--- src/rtl/shtm_pkg.sv ---
// ----------------------------------------------------------------------------
// shtm_pkg
// Shared types and codes for the two-wire humidity/temperature sensor master.
// ----------------------------------------------------------------------------
package shtm_pkg;

  // request codes carried with each input beat
  localparam logic [1:0] FUNC_TICK   = 2'd0;
  localparam logic [1:0] FUNC_TEMP   = 2'd1;
  localparam logic [1:0] FUNC_HUMID  = 2'd2;
  localparam logic [1:0] FUNC_REINIT = 2'd3;

  // completion status codes
  localparam logic [1:0] STAT_OK      = 2'd0;
  localparam logic [1:0] STAT_NO_ACK  = 2'd1;
  localparam logic [1:0] STAT_TIMEOUT = 2'd2;

  // configuration register indexes
  localparam logic [2:0] REG_TEMP_CMD      = 3'd0;
  localparam logic [2:0] REG_HUMID_CMD     = 3'd1;
  localparam logic [2:0] REG_SOFT_RST_CMD  = 3'd2;
  localparam logic [2:0] REG_TICKS_PER_MS  = 3'd3;
  localparam logic [2:0] REG_TEMP_WAIT     = 3'd4;
  localparam logic [2:0] REG_HUMID_WAIT    = 3'd5;
  localparam logic [2:0] REG_POLL_INTERVAL = 3'd6;
  localparam logic [2:0] REG_POLL_LIMIT    = 3'd7;

  // configuration reset values
  localparam logic [4:0]  RST_TEMP_CMD      = 5'd3;
  localparam logic [4:0]  RST_HUMID_CMD     = 5'd5;
  localparam logic [4:0]  RST_SOFT_RST_CMD  = 5'd30;
  localparam logic [15:0] RST_TICKS_PER_MS  = 16'd100;
  localparam logic [7:0]  RST_TEMP_WAIT     = 8'd210;
  localparam logic [7:0]  RST_HUMID_WAIT    = 8'd55;
  localparam logic [7:0]  RST_POLL_INTERVAL = 8'd4;
  localparam logic [7:0]  RST_POLL_LIMIT    = 8'd128;

  typedef struct packed {
    logic [4:0]  temp_command;
    logic [4:0]  humid_command;
    logic [4:0]  soft_reset_command;
    logic [15:0] ticks_per_ms;
    logic [7:0]  temp_wait_ms;
    logic [7:0]  humid_wait_ms;
    logic [7:0]  poll_interval_ms;
    logic [7:0]  poll_limit;
  } cfg_t;

  typedef struct packed {
    logic [1:0]  status;
    logic [15:0] value;
    logic        done_res;
    logic        busy_res;
    logic        data_release;
    logic        clock_level;
  } result_t;

endpackage

--- src/rtl/shtm_cfg_regs.sv ---
// ----------------------------------------------------------------------------
// shtm_cfg_regs
// Configuration register bank, written through a valid/ready index port.
// ----------------------------------------------------------------------------
module shtm_cfg_regs (
  input  logic               clk,
  input  logic               rst_n,
  input  logic               cfg_valid,
  output logic               cfg_ready,
  input  logic [2:0]         cfg_index,
  input  logic [15:0]        cfg_data,
  output shtm_pkg::cfg_t     cfg
);

  shtm_pkg::cfg_t cfg_r;
  shtm_pkg::cfg_t cfg_nxt;

  assign cfg_ready = 1'b1;
  assign cfg       = cfg_r;

  always_comb begin
    cfg_nxt = cfg_r;
    if (cfg_valid) begin
      unique case (cfg_index)
        shtm_pkg::REG_TEMP_CMD:      cfg_nxt.temp_command       = cfg_data[4:0];
        shtm_pkg::REG_HUMID_CMD:     cfg_nxt.humid_command      = cfg_data[4:0];
        shtm_pkg::REG_SOFT_RST_CMD:  cfg_nxt.soft_reset_command = cfg_data[4:0];
        shtm_pkg::REG_TICKS_PER_MS:  cfg_nxt.ticks_per_ms       = cfg_data;
        shtm_pkg::REG_TEMP_WAIT:     cfg_nxt.temp_wait_ms       = cfg_data[7:0];
        shtm_pkg::REG_HUMID_WAIT:    cfg_nxt.humid_wait_ms      = cfg_data[7:0];
        shtm_pkg::REG_POLL_INTERVAL: cfg_nxt.poll_interval_ms   = cfg_data[7:0];
        shtm_pkg::REG_POLL_LIMIT:    cfg_nxt.poll_limit         = cfg_data[7:0];
        default:                     cfg_nxt = cfg_r;
      endcase
    end
  end

  always_ff @(posedge clk) begin
    if (!rst_n) begin
      cfg_r.temp_command       <= shtm_pkg::RST_TEMP_CMD;
      cfg_r.humid_command      <= shtm_pkg::RST_HUMID_CMD;
      cfg_r.soft_reset_command <= shtm_pkg::RST_SOFT_RST_CMD;
      cfg_r.ticks_per_ms       <= shtm_pkg::RST_TICKS_PER_MS;
      cfg_r.temp_wait_ms       <= shtm_pkg::RST_TEMP_WAIT;
      cfg_r.humid_wait_ms      <= shtm_pkg::RST_HUMID_WAIT;
      cfg_r.poll_interval_ms   <= shtm_pkg::RST_POLL_INTERVAL;
      cfg_r.poll_limit         <= shtm_pkg::RST_POLL_LIMIT;
    end else begin
      cfg_r <= cfg_nxt;
    end
  end

endmodule

--- src/rtl/shtm_sequencer.sv ---
// ----------------------------------------------------------------------------
// shtm_sequencer
// Bus sequencer: one step per tick, driving clock and data levels, timing the
// conversion wait and polling, and shifting in the two-byte reading.
// ----------------------------------------------------------------------------
module shtm_sequencer #(
  parameter int unsigned RESET_CLOCKS = 10,
  parameter int unsigned SETTLE_MS    = 12
) (
  input  logic                clk,
  input  logic                rst_n,
  input  logic                step_en,
  input  logic [1:0]          func,
  input  logic                data_in,
  input  shtm_pkg::cfg_t      cfg,
  output shtm_pkg::result_t   res
);

  typedef enum logic [4:0] {
    PH_IDLE      = 5'd0,
    PH_RST_HI    = 5'd1,
    PH_RST_LO    = 5'd2,
    PH_TS1       = 5'd3,
    PH_TS2       = 5'd4,
    PH_TS3       = 5'd5,
    PH_TS4       = 5'd6,
    PH_TS5       = 5'd7,
    PH_TS6       = 5'd8,
    PH_CMD_LO    = 5'd9,
    PH_CMD_HI    = 5'd10,
    PH_ACK_REL   = 5'd11,
    PH_ACK_HI    = 5'd12,
    PH_ACK_LO    = 5'd13,
    PH_CONV      = 5'd14,
    PH_POLL      = 5'd15,
    PH_POLL_WAIT = 5'd16,
    PH_RD_HI     = 5'd17,
    PH_RD_LO     = 5'd18,
    PH_RA1       = 5'd19,
    PH_RA2       = 5'd20,
    PH_RA3       = 5'd21,
    PH_RA4       = 5'd22,
    PH_SETTLE    = 5'd23
  } phase_t;

  // what the command in flight is for, kept in the shift word while sending
  localparam logic [15:0] PURP_MEAS    = 16'd0;
  localparam logic [15:0] PURP_REINIT  = 16'd1;
  localparam logic [15:0] PURP_RECOVER = 16'd2;
  localparam logic [15:0] PURP_NO_ACK  = 16'd3;

  phase_t      phase_r, phase_nxt;
  logic [4:0]  bc_r, bc_nxt;
  logic [15:0] sw_r, sw_nxt;
  logic [4:0]  cmd_r, cmd_nxt;
  logic [15:0] presc_r, presc_nxt;
  logic [7:0]  ms_r, ms_nxt;
  logic [7:0]  poll_r, poll_nxt;
  logic        hum_r, hum_nxt;

  logic [15:0] lim;
  logic [15:0] presc_inc;
  logic        presc_roll;
  logic [7:0]  wait_tgt;
  logic        wait_hit;
  logic [15:0] wait_presc;
  logic [7:0]  wait_ms;
  logic [7:0]  cmd_word;
  logic [4:0]  bc_inc;

  // shared millisecond timer
  always_comb begin
    lim        = (cfg.ticks_per_ms == 16'd0) ? 16'd1 : cfg.ticks_per_ms;
    presc_inc  = presc_r + 16'd1;
    presc_roll = (presc_inc >= lim);
    wait_presc = presc_roll ? 16'd0 : presc_inc;
    wait_ms    = presc_roll ? (ms_r + 8'd1) : ms_r;
    case (phase_r)
      PH_CONV:      wait_tgt = hum_r ? cfg.humid_wait_ms : cfg.temp_wait_ms;
      PH_POLL_WAIT: wait_tgt = cfg.poll_interval_ms;
      default:      wait_tgt = 8'(SETTLE_MS);
    endcase
    wait_hit = (ms_r >= wait_tgt);
  end

  assign cmd_word = {3'b000, cmd_r};
  assign bc_inc   = bc_r + 5'd1;

  always_comb begin
    phase_nxt = phase_r;
    bc_nxt    = bc_r;
    sw_nxt    = sw_r;
    cmd_nxt   = cmd_r;
    presc_nxt = presc_r;
    ms_nxt    = ms_r;
    poll_nxt  = poll_r;
    hum_nxt   = hum_r;
    res       = '0;
    res.data_release = 1'b1;

    unique case (phase_r)
      PH_RST_HI: begin
        res.clock_level = 1'b1;
        phase_nxt = PH_RST_LO;
      end
      PH_RST_LO: begin
        bc_nxt    = bc_inc;
        phase_nxt = (bc_inc >= 5'(RESET_CLOCKS)) ? PH_TS1 : PH_RST_HI;
      end
      PH_TS1: begin
        res.clock_level = 1'b1;
        phase_nxt = PH_TS2;
      end
      PH_TS2: begin
        res.clock_level  = 1'b1;
        res.data_release = 1'b0;
        phase_nxt = PH_TS3;
      end
      PH_TS3: begin
        res.data_release = 1'b0;
        phase_nxt = PH_TS4;
      end
      PH_TS4: begin
        res.clock_level  = 1'b1;
        res.data_release = 1'b0;
        phase_nxt = PH_TS5;
      end
      PH_TS5: begin
        res.clock_level = 1'b1;
        phase_nxt = PH_TS6;
      end
      PH_TS6: begin
        bc_nxt    = 5'd0;
        phase_nxt = PH_CMD_LO;
      end
      PH_CMD_LO: begin
        // three leading address zeros fall out of the upper bits of cmd_word
        res.data_release = cmd_word[3'd7 - bc_r[2:0]];
        phase_nxt = PH_CMD_HI;
      end
      PH_CMD_HI: begin
        res.data_release = cmd_word[3'd7 - bc_r[2:0]];
        res.clock_level  = 1'b1;
        bc_nxt    = bc_inc;
        phase_nxt = (bc_inc >= 5'd8) ? PH_ACK_REL : PH_CMD_LO;
      end
      PH_ACK_REL: begin
        phase_nxt = PH_ACK_HI;
      end
      PH_ACK_HI: begin
        res.clock_level = 1'b1;
        if (sw_r == PURP_MEAS && data_in) begin
          sw_nxt = PURP_NO_ACK;
        end
        phase_nxt = PH_ACK_LO;
      end
      PH_ACK_LO: begin
        if (sw_r == PURP_NO_ACK) begin
          res.done_res = 1'b1;
          res.status   = shtm_pkg::STAT_NO_ACK;
          sw_nxt    = 16'd0;
          phase_nxt = PH_IDLE;
        end else begin
          presc_nxt = 16'd0;
          ms_nxt    = 8'd0;
          phase_nxt = (sw_r == PURP_MEAS) ? PH_CONV : PH_SETTLE;
        end
      end
      PH_CONV: begin
        if (wait_hit) begin
          presc_nxt = 16'd0;
          ms_nxt    = 8'd0;
          poll_nxt  = 8'd0;
          phase_nxt = PH_POLL;
        end else begin
          presc_nxt = wait_presc;
          ms_nxt    = wait_ms;
        end
      end
      PH_POLL: begin
        if (!data_in) begin
          sw_nxt    = 16'd0;
          bc_nxt    = 5'd0;
          phase_nxt = PH_RD_HI;
        end else if (poll_r >= cfg.poll_limit) begin
          cmd_nxt   = cfg.soft_reset_command;
          sw_nxt    = PURP_RECOVER;
          bc_nxt    = 5'd0;
          phase_nxt = PH_RST_HI;
        end else begin
          poll_nxt  = poll_r + 8'd1;
          presc_nxt = 16'd0;
          ms_nxt    = 8'd0;
          phase_nxt = PH_POLL_WAIT;
        end
      end
      PH_POLL_WAIT: begin
        if (wait_hit) begin
          presc_nxt = 16'd0;
          ms_nxt    = 8'd0;
          phase_nxt = PH_POLL;
        end else begin
          presc_nxt = wait_presc;
          ms_nxt    = wait_ms;
        end
      end
      PH_RD_HI: begin
        res.clock_level = 1'b1;
        sw_nxt    = {sw_r[14:0], data_in};
        phase_nxt = PH_RD_LO;
      end
      PH_RD_LO: begin
        bc_nxt = bc_inc;
        if (bc_inc >= 5'd16) begin
          res.done_res = 1'b1;
          res.value    = sw_r;
          res.status   = shtm_pkg::STAT_OK;
          sw_nxt    = 16'd0;
          phase_nxt = PH_IDLE;
        end else begin
          phase_nxt = (bc_inc == 5'd8) ? PH_RA1 : PH_RD_HI;
        end
      end
      // master acknowledge after the high byte
      PH_RA1: begin
        res.data_release = 1'b0;
        phase_nxt = PH_RA2;
      end
      PH_RA2: begin
        res.clock_level  = 1'b1;
        res.data_release = 1'b0;
        phase_nxt = PH_RA3;
      end
      PH_RA3: begin
        res.data_release = 1'b0;
        phase_nxt = PH_RA4;
      end
      PH_RA4: begin
        phase_nxt = PH_RD_HI;
      end
      PH_SETTLE: begin
        if (wait_hit) begin
          presc_nxt = 16'd0;
          ms_nxt    = 8'd0;
          if (sw_r == PURP_RECOVER) begin
            res.done_res = 1'b1;
            res.status   = shtm_pkg::STAT_TIMEOUT;
          end
          sw_nxt    = 16'd0;
          phase_nxt = PH_IDLE;
        end else begin
          presc_nxt = wait_presc;
          ms_nxt    = wait_ms;
        end
      end
      default: begin
        phase_nxt = PH_IDLE;
        if (func == shtm_pkg::FUNC_TEMP || func == shtm_pkg::FUNC_HUMID) begin
          hum_nxt   = (func == shtm_pkg::FUNC_HUMID);
          cmd_nxt   = (func == shtm_pkg::FUNC_HUMID) ? cfg.humid_command
                                                     : cfg.temp_command;
          sw_nxt    = PURP_MEAS;
          bc_nxt    = 5'd0;
          phase_nxt = PH_RST_HI;
        end else if (func == shtm_pkg::FUNC_REINIT) begin
          cmd_nxt   = cfg.soft_reset_command;
          sw_nxt    = PURP_REINIT;
          bc_nxt    = 5'd0;
          phase_nxt = PH_RST_HI;
        end
      end
    endcase

    res.busy_res = (phase_nxt != PH_IDLE);
  end

  always_ff @(posedge clk) begin
    if (!rst_n) begin
      phase_r <= PH_IDLE;
      bc_r    <= 5'd0;
      sw_r    <= 16'd0;
      cmd_r   <= 5'd0;
      presc_r <= 16'd0;
      ms_r    <= 8'd0;
      poll_r  <= 8'd0;
      hum_r   <= 1'b0;
    end else if (step_en) begin
      phase_r <= phase_nxt;
      bc_r    <= bc_nxt;
      sw_r    <= sw_nxt;
      cmd_r   <= cmd_nxt;
      presc_r <= presc_nxt;
      ms_r    <= ms_nxt;
      poll_r  <= poll_nxt;
      hum_r   <= hum_nxt;
    end
  end

endmodule

--- src/rtl/humidity_temp_sensor_two_wire_master.sv ---
// ----------------------------------------------------------------------------
// humidity_temp_sensor_two_wire_master
// Two-wire bus master for a humidity/temperature sensor, stepped one tick per
// input beat, with one result beat per input beat.
// ----------------------------------------------------------------------------
// an accepted input beat is held in the input register, then its result in the result register
// throughput: one beat per cycle while the result side does not stall; the sequencer step is a single registered pass
// backpressure on the result side stalls the input register, never drops beats
// reset (rst_n low, synchronous): sequencer back to idle, both pipeline
// registers emptied, configuration registers back to their defaults
module humidity_temp_sensor_two_wire_master #(
  parameter int unsigned RESET_CLOCKS = 10,
  parameter int unsigned SETTLE_MS    = 12
) (
  input  logic        clk,
  input  logic        rst_n,
  input  logic        in_tvalid,
  output logic        in_tready,
  input  logic [7:0]  in_tdata,   // [1:0] func, [2] data_in, [7:3] zero
  output logic        out_tvalid,
  input  logic        out_tready,
  output logic [23:0] out_tdata,  // [0] clock_level, [1] data_release, [2] busy_res,
                                  // [3] done_res, [19:4] value, [21:20] status,
                                  // [23:22] zero
  input  logic        cfg_valid,
  output logic        cfg_ready,
  input  logic [2:0]  cfg_index,
  input  logic [15:0] cfg_data
);

  shtm_pkg::cfg_t    cfg;
  shtm_pkg::result_t step_res;
  shtm_pkg::result_t res_r;

  logic       in_valid_r;
  logic [1:0] func_r;
  logic       din_r;
  logic       out_valid_r;
  logic       advance;

  // the input beat moves on whenever the result register is free or draining
  assign advance   = in_valid_r && (!out_valid_r || out_tready);
  assign in_tready = !in_valid_r || advance;

  always_ff @(posedge clk) begin
    if (!rst_n) begin
      in_valid_r  <= 1'b0;
      out_valid_r <= 1'b0;
    end else begin
      if (in_tready) begin
        in_valid_r <= in_tvalid;
      end
      if (advance) begin
        out_valid_r <= 1'b1;
      end else if (out_tready) begin
        out_valid_r <= 1'b0;
      end
    end
  end

  always_ff @(posedge clk) begin
    if (in_tready && in_tvalid) begin
      func_r <= in_tdata[1:0];
      din_r  <= in_tdata[2];
    end
    if (advance) begin
      res_r <= step_res;
    end
  end

  shtm_cfg_regs u_cfg (
    .clk       (clk),
    .rst_n     (rst_n),
    .cfg_valid (cfg_valid),
    .cfg_ready (cfg_ready),
    .cfg_index (cfg_index),
    .cfg_data  (cfg_data),
    .cfg       (cfg)
  );

  shtm_sequencer #(
    .RESET_CLOCKS (RESET_CLOCKS),
    .SETTLE_MS    (SETTLE_MS)
  ) u_seq (
    .clk     (clk),
    .rst_n   (rst_n),
    .step_en (advance),
    .func    (func_r),
    .data_in (din_r),
    .cfg     (cfg),
    .res     (step_res)
  );

  assign out_tvalid = out_valid_r;
  assign out_tdata  = {2'b00, res_r};

endmodule

--- config.mk ---
export PLATFORM = sky130hd
export DESIGN_NAME = humidity_temp_sensor_two_wire_master
export DESIGN_NICKNAME = d
export VERILOG_FILES = /design/src/rtl/shtm_pkg.sv /design/src/rtl/shtm_cfg_regs.sv /design/src/rtl/shtm_sequencer.sv /design/src/rtl/humidity_temp_sensor_two_wire_master.sv
export SDC_FILE = /design/constraint.sdc
export NUM_CORES = 1
export LEC_CHECK = 0
export BUFFER_PORTS_ARGS = -buffer_cell sky130_fd_sc_hd__buf_2
export CAP_MARGIN = 20
export CORE_UTILIZATION = 66
export CTS_BUF_LIST = sky130_fd_sc_hd__clkbuf_2 sky130_fd_sc_hd__clkbuf_4 sky130_fd_sc_hd__clkbuf_8
export DETAILED_ROUTE_END_ITERATION = 10
export PLACE_DENSITY_LB_ADDON = 0.12
export SKIP_CTS_REPAIR_TIMING = 1
export SLEW_MARGIN = 20
export SYNTH_ARGS = -nofsm -noshare
export SYNTH_HDL_FRONTEND = slang
export SYNTH_SLANG_ARGS = --single-unit
export TNS_END_PERCENT = 20
--- constraint.sdc ---
create_clock -name clk -period 5.59 [get_ports clk]
set_clock_uncertainty 0.05 [all_clocks]
set_input_delay 0.559 -clock clk [delete_from_list [all_inputs] [get_ports clk]]
set_output_delay 0.559 -clock clk [all_outputs]
set_load 0.05 [all_outputs]
==> reports/results.tsv <==
stage	metric	value	unit
status	status	finished, final reports clean	
floorplan	row cnt	40	
flow_run	max cap viols	0	
floorplan	chip height	113	µm
timing	post-route worst setup slack	1.19	ns
global_routing	first-pass GRT wire length	30200	µm
synthesis	Yosys reg bits	154	
place	GPL Wtd Cong	0.894	
global_routing	pin count of the biggest net entering global routing	66	
synthesis	Avg Inst Size Synth	8.24	µm²
final_layout	Ant. Diodes	0	
timing	Fin. Hold Viols	0	
synthesis	Synth Flop Type	dfxtp_1	
route	DRC errors left	0	
floorplan	DIE WIDTH	113	µm
floorplan	Starting Density	67.8	%
synthesis	register area share after synthesis	41.0	%
route	drt pass-1 iters	7	
synthesis	mapped cell area	0.00814	mm²
final_layout	Area Growth Syn to Fin	8.19	%
global_routing	All-Layer GR Usage	29.9	%
critical_path	CP endpoint kind	flop	
timing	RSZ-0062 raised after global routing	false	
route	routed wire length	18200	µm
clocking	H-tree depth	4	
power_and_ir_drop	Internal	1.65	mW
clocking	Inserted Clock Buffers	17	
clocking	Sink Count	154	
final_layout	ratio of cells with drive above 1 in the final layout	10.6	%
clocking	worst skew pair latency	0.47	ns
critical_path	critical path launch point type	flop	
critical_path	CP max FO	19	
synthesis	Yosys cell types	66	
critical_path	crit path DAT	4.73	ns
route	vias per cell	6.00	
power_and_ir_drop	Worst VDD drop	0.212	mV
power_and_ir_drop	sequential share of power	51.8	%
final_layout	most frequent cells in the layout	181 x nand2_1, 129 x dfxtp_1, 85 x a21oi_1, 74 x nor2_1, 52 x o21ai_0	
floorplan	core footprint	0.0120	mm²
final_layout	commonest non-fill, non-tap cell in the layout	nand2_1	
synthesis	top cell type's share of synthesized area	31.7	%
hold_path	Hold Crit Class	in2reg	
clocking	root buffer cell	clkbuf_8	
timing	post-layout min period	4.40	ns
floorplan	I/O pin cnt	59	
route	WL per Instance	15.5	µm
global_routing	vias in the first global route	6337	
power_and_ir_drop	standby leakage power	3.43	nW
synthesis	asr flop ratio synth	0	%
route	initial DRC count	573	
timing	final setup vio count	0	
synthesis	leading area contributor after synthesis	dfxtp_1	
final_layout	nets	1084	
timing	relative slew slack	29.9	%
power_and_ir_drop	Psw	608	µW
critical_path	WS Path Type	reg2reg	
power_and_ir_drop	Sw Share	26.9	%
timing	fmax	0.227	GHz
place	hpwl dp	12400	µm
global_routing	GR Overflow Total	0	
route	post-route ant nets	0	
clocking	CTS clk-pin slew, worst paths	0.09	ns
final_layout	final instance area	0.00881	mm²
power_and_ir_drop	P per Cell Area	256	mW/mm²
clocking	TritonCTS clock tree	built	
place	DP Worst Slack	1.27	ns
clocking	clock buffer depth	2	
route	routed vias	7043	
timing	final period utilization	78.7	%
power_and_ir_drop	clock group share of total power	37.2	%
final_layout	FILL cells	948	
timing	Setup TNS	0	ns
place	area post-placement	0.00841	mm²
synthesis	Warnings, synthesis	0	
synthesis	main area contributors after synthesis	dfxtp_1 32%, edfxtp_1 9.2%, nand2_1 8.3%	
timing	Final Max Tran Viols	0	
power_and_ir_drop	combinational share of power	11.0	%
place	IO Port Bufs	50	
floorplan	die area	0.0128	mm²
timing	worst slew pin tran	1.04	ns
synthesis	post-synthesis instance total	988	
synthesis	Post-synth EDFFs	25	
critical_path	Crit path required time	5.93	ns
global_routing	initial antenna violation count	0	
[per-stage QoR]
step                instances  utilization (%)  hold WS, ns  power [mW]
global route             1173             73.3        0.208        2.34
finish                   1173             73.3        0.217        2.26
global placement         1141             70.0        0.392        1.43
detailed placement       1141             70.0        0.397        1.44
CTS                      1173             73.2        0.202        2.26
floorplan                 989                -        0.386        1.38
[power by group through the flow]
stage	registers (mW)	logic, mW	clock network [mW]
3_3_place_gp	1.19	0.239	0
4_1_cts	1.17	0.244	0.848
2_1_floorplan	1.22	0.159	0
5_1_grt	1.17	0.270	0.893
3_5_place_dp	1.20	0.242	0
6_report	1.17	0.248	0.839
[layout make-up]
class	count	area, µm²	area share (%)
inverters	37	139	1.58
repair buffers	57	303	3.44
well taps	147	184	2.09
multi-input cells	746	4460	50.6
clock buffers	21	270	3.07
flip-flops and latches	154	3330	37.9
clock inverters	11	118	1.34
[cells in the mapped netlist (all sizes together), types with 2 or more instances]
| library cell | instances |
|---|---|
| a2111oi | 3 |
| a211oi | 5 |
| a21o | 6 |
| a21oi | 85 |
| a31oi | 9 |
| a41oi | 2 |
| and2 | 18 |
| and3 | 15 |
| buf | 15 |
| clkbuf | 37 |
| conb | 2 |
| dfxtp | 129 |
| edfxtp | 25 |
| ha | 39 |
| inv | 36 |
| mux2i | 50 |
| nand2 | 181 |
| nand2b | 14 |
| nand3 | 47 |
| nand4 | 7 |
| nand4b | 6 |
| nor2 | 75 |
| nor2b | 7 |
| nor3 | 22 |
| nor3b | 3 |
| nor4 | 7 |
| o211a | 2 |
| o211ai | 11 |
| o21ai | 52 |
| o22ai | 4 |
| o31a | 2 |
| o31ai | 8 |
| o41ai | 2 |
| or2 | 6 |
| or3 | 13 |
| or3b | 3 |
| or4 | 4 |
| xnor2 | 10 |
| xor2 | 8 |
[cells by family after synthesis]
family | after synthesis | share of synthesized area (%)
AO/OA/AOI/OAI | 202 | 14.9
XOR/XNOR | 18 | 1.94
adder cells (fa/ha/maj) | 39 | 6.00
buffers and inverters | 89 | 4.46
flip-flops | 154 | 41.0
multiplexers | 52 | 6.56
other | 2 | 0.0923
AND/OR/NAND/NOR | 432 | 25.1
[critical path, cell delays in order, from the launching register on]
cell and delay [ns]:
dfxtp_1 0.75, nor2_1 0.13, nand2_1 0.38, o21ai_0 0.31, o21ai_0 0.14, a21oi_1 0.06
ha_1 0.29, o21ai_0 0.06, o21ai_0 0.42, a21oi_1 0.30, a21oi_1 0.31, nor2b_1 0.25
nand2_1 0.49, a211oi_1 0.36
[routing by layer]
| metal | wire length (µm) | share of wire, % | track usage, % | vias to the layer above |
|---|---|---|---|---|
| met5 | 0 | 0 | 0 | - |
| met1 | 8430 | 46 | 39.9 | 3280 |
| met3 | 990 | 5.5 | 6.27 | 31 |
| met4 | 314 | 1.7 | 12.1 | 0 |
| li1 | - | - | - | 3513 |
| met2 | 8420 | 46 | 47.3 | 219 |
[sequential cells by signal, summed over array words and instances (netlist names), 2 cells and up]
signal and flops:
u_seq.presc_r 16, u_seq.phase_r 5, func_r 2, u_seq.poll_r 8, u_cfg.cfg 63, out_tdata 22
u_seq.cmd_r 5, u_seq.sw_r 16, u_seq.bc_r 5, u_seq.ms_r 8
[worst paths after layout]
kind                         start       endpoint  slack, ns  cells after the start
setup / recovery  u_seq.phase_r[0]  u_seq.sw_r[1]       1.19                     13
hold / removal         in_tdata[2]          din_r       0.22                      1
setup reg to reg  u_seq.phase_r[0]  u_seq.sw_r[1]       1.19                     13
hold reg to reg       u_cfg.cfg[2]   u_cfg.cfg[2]       0.41                      2
Note: power is estimated with default switching activity, not from simulation.
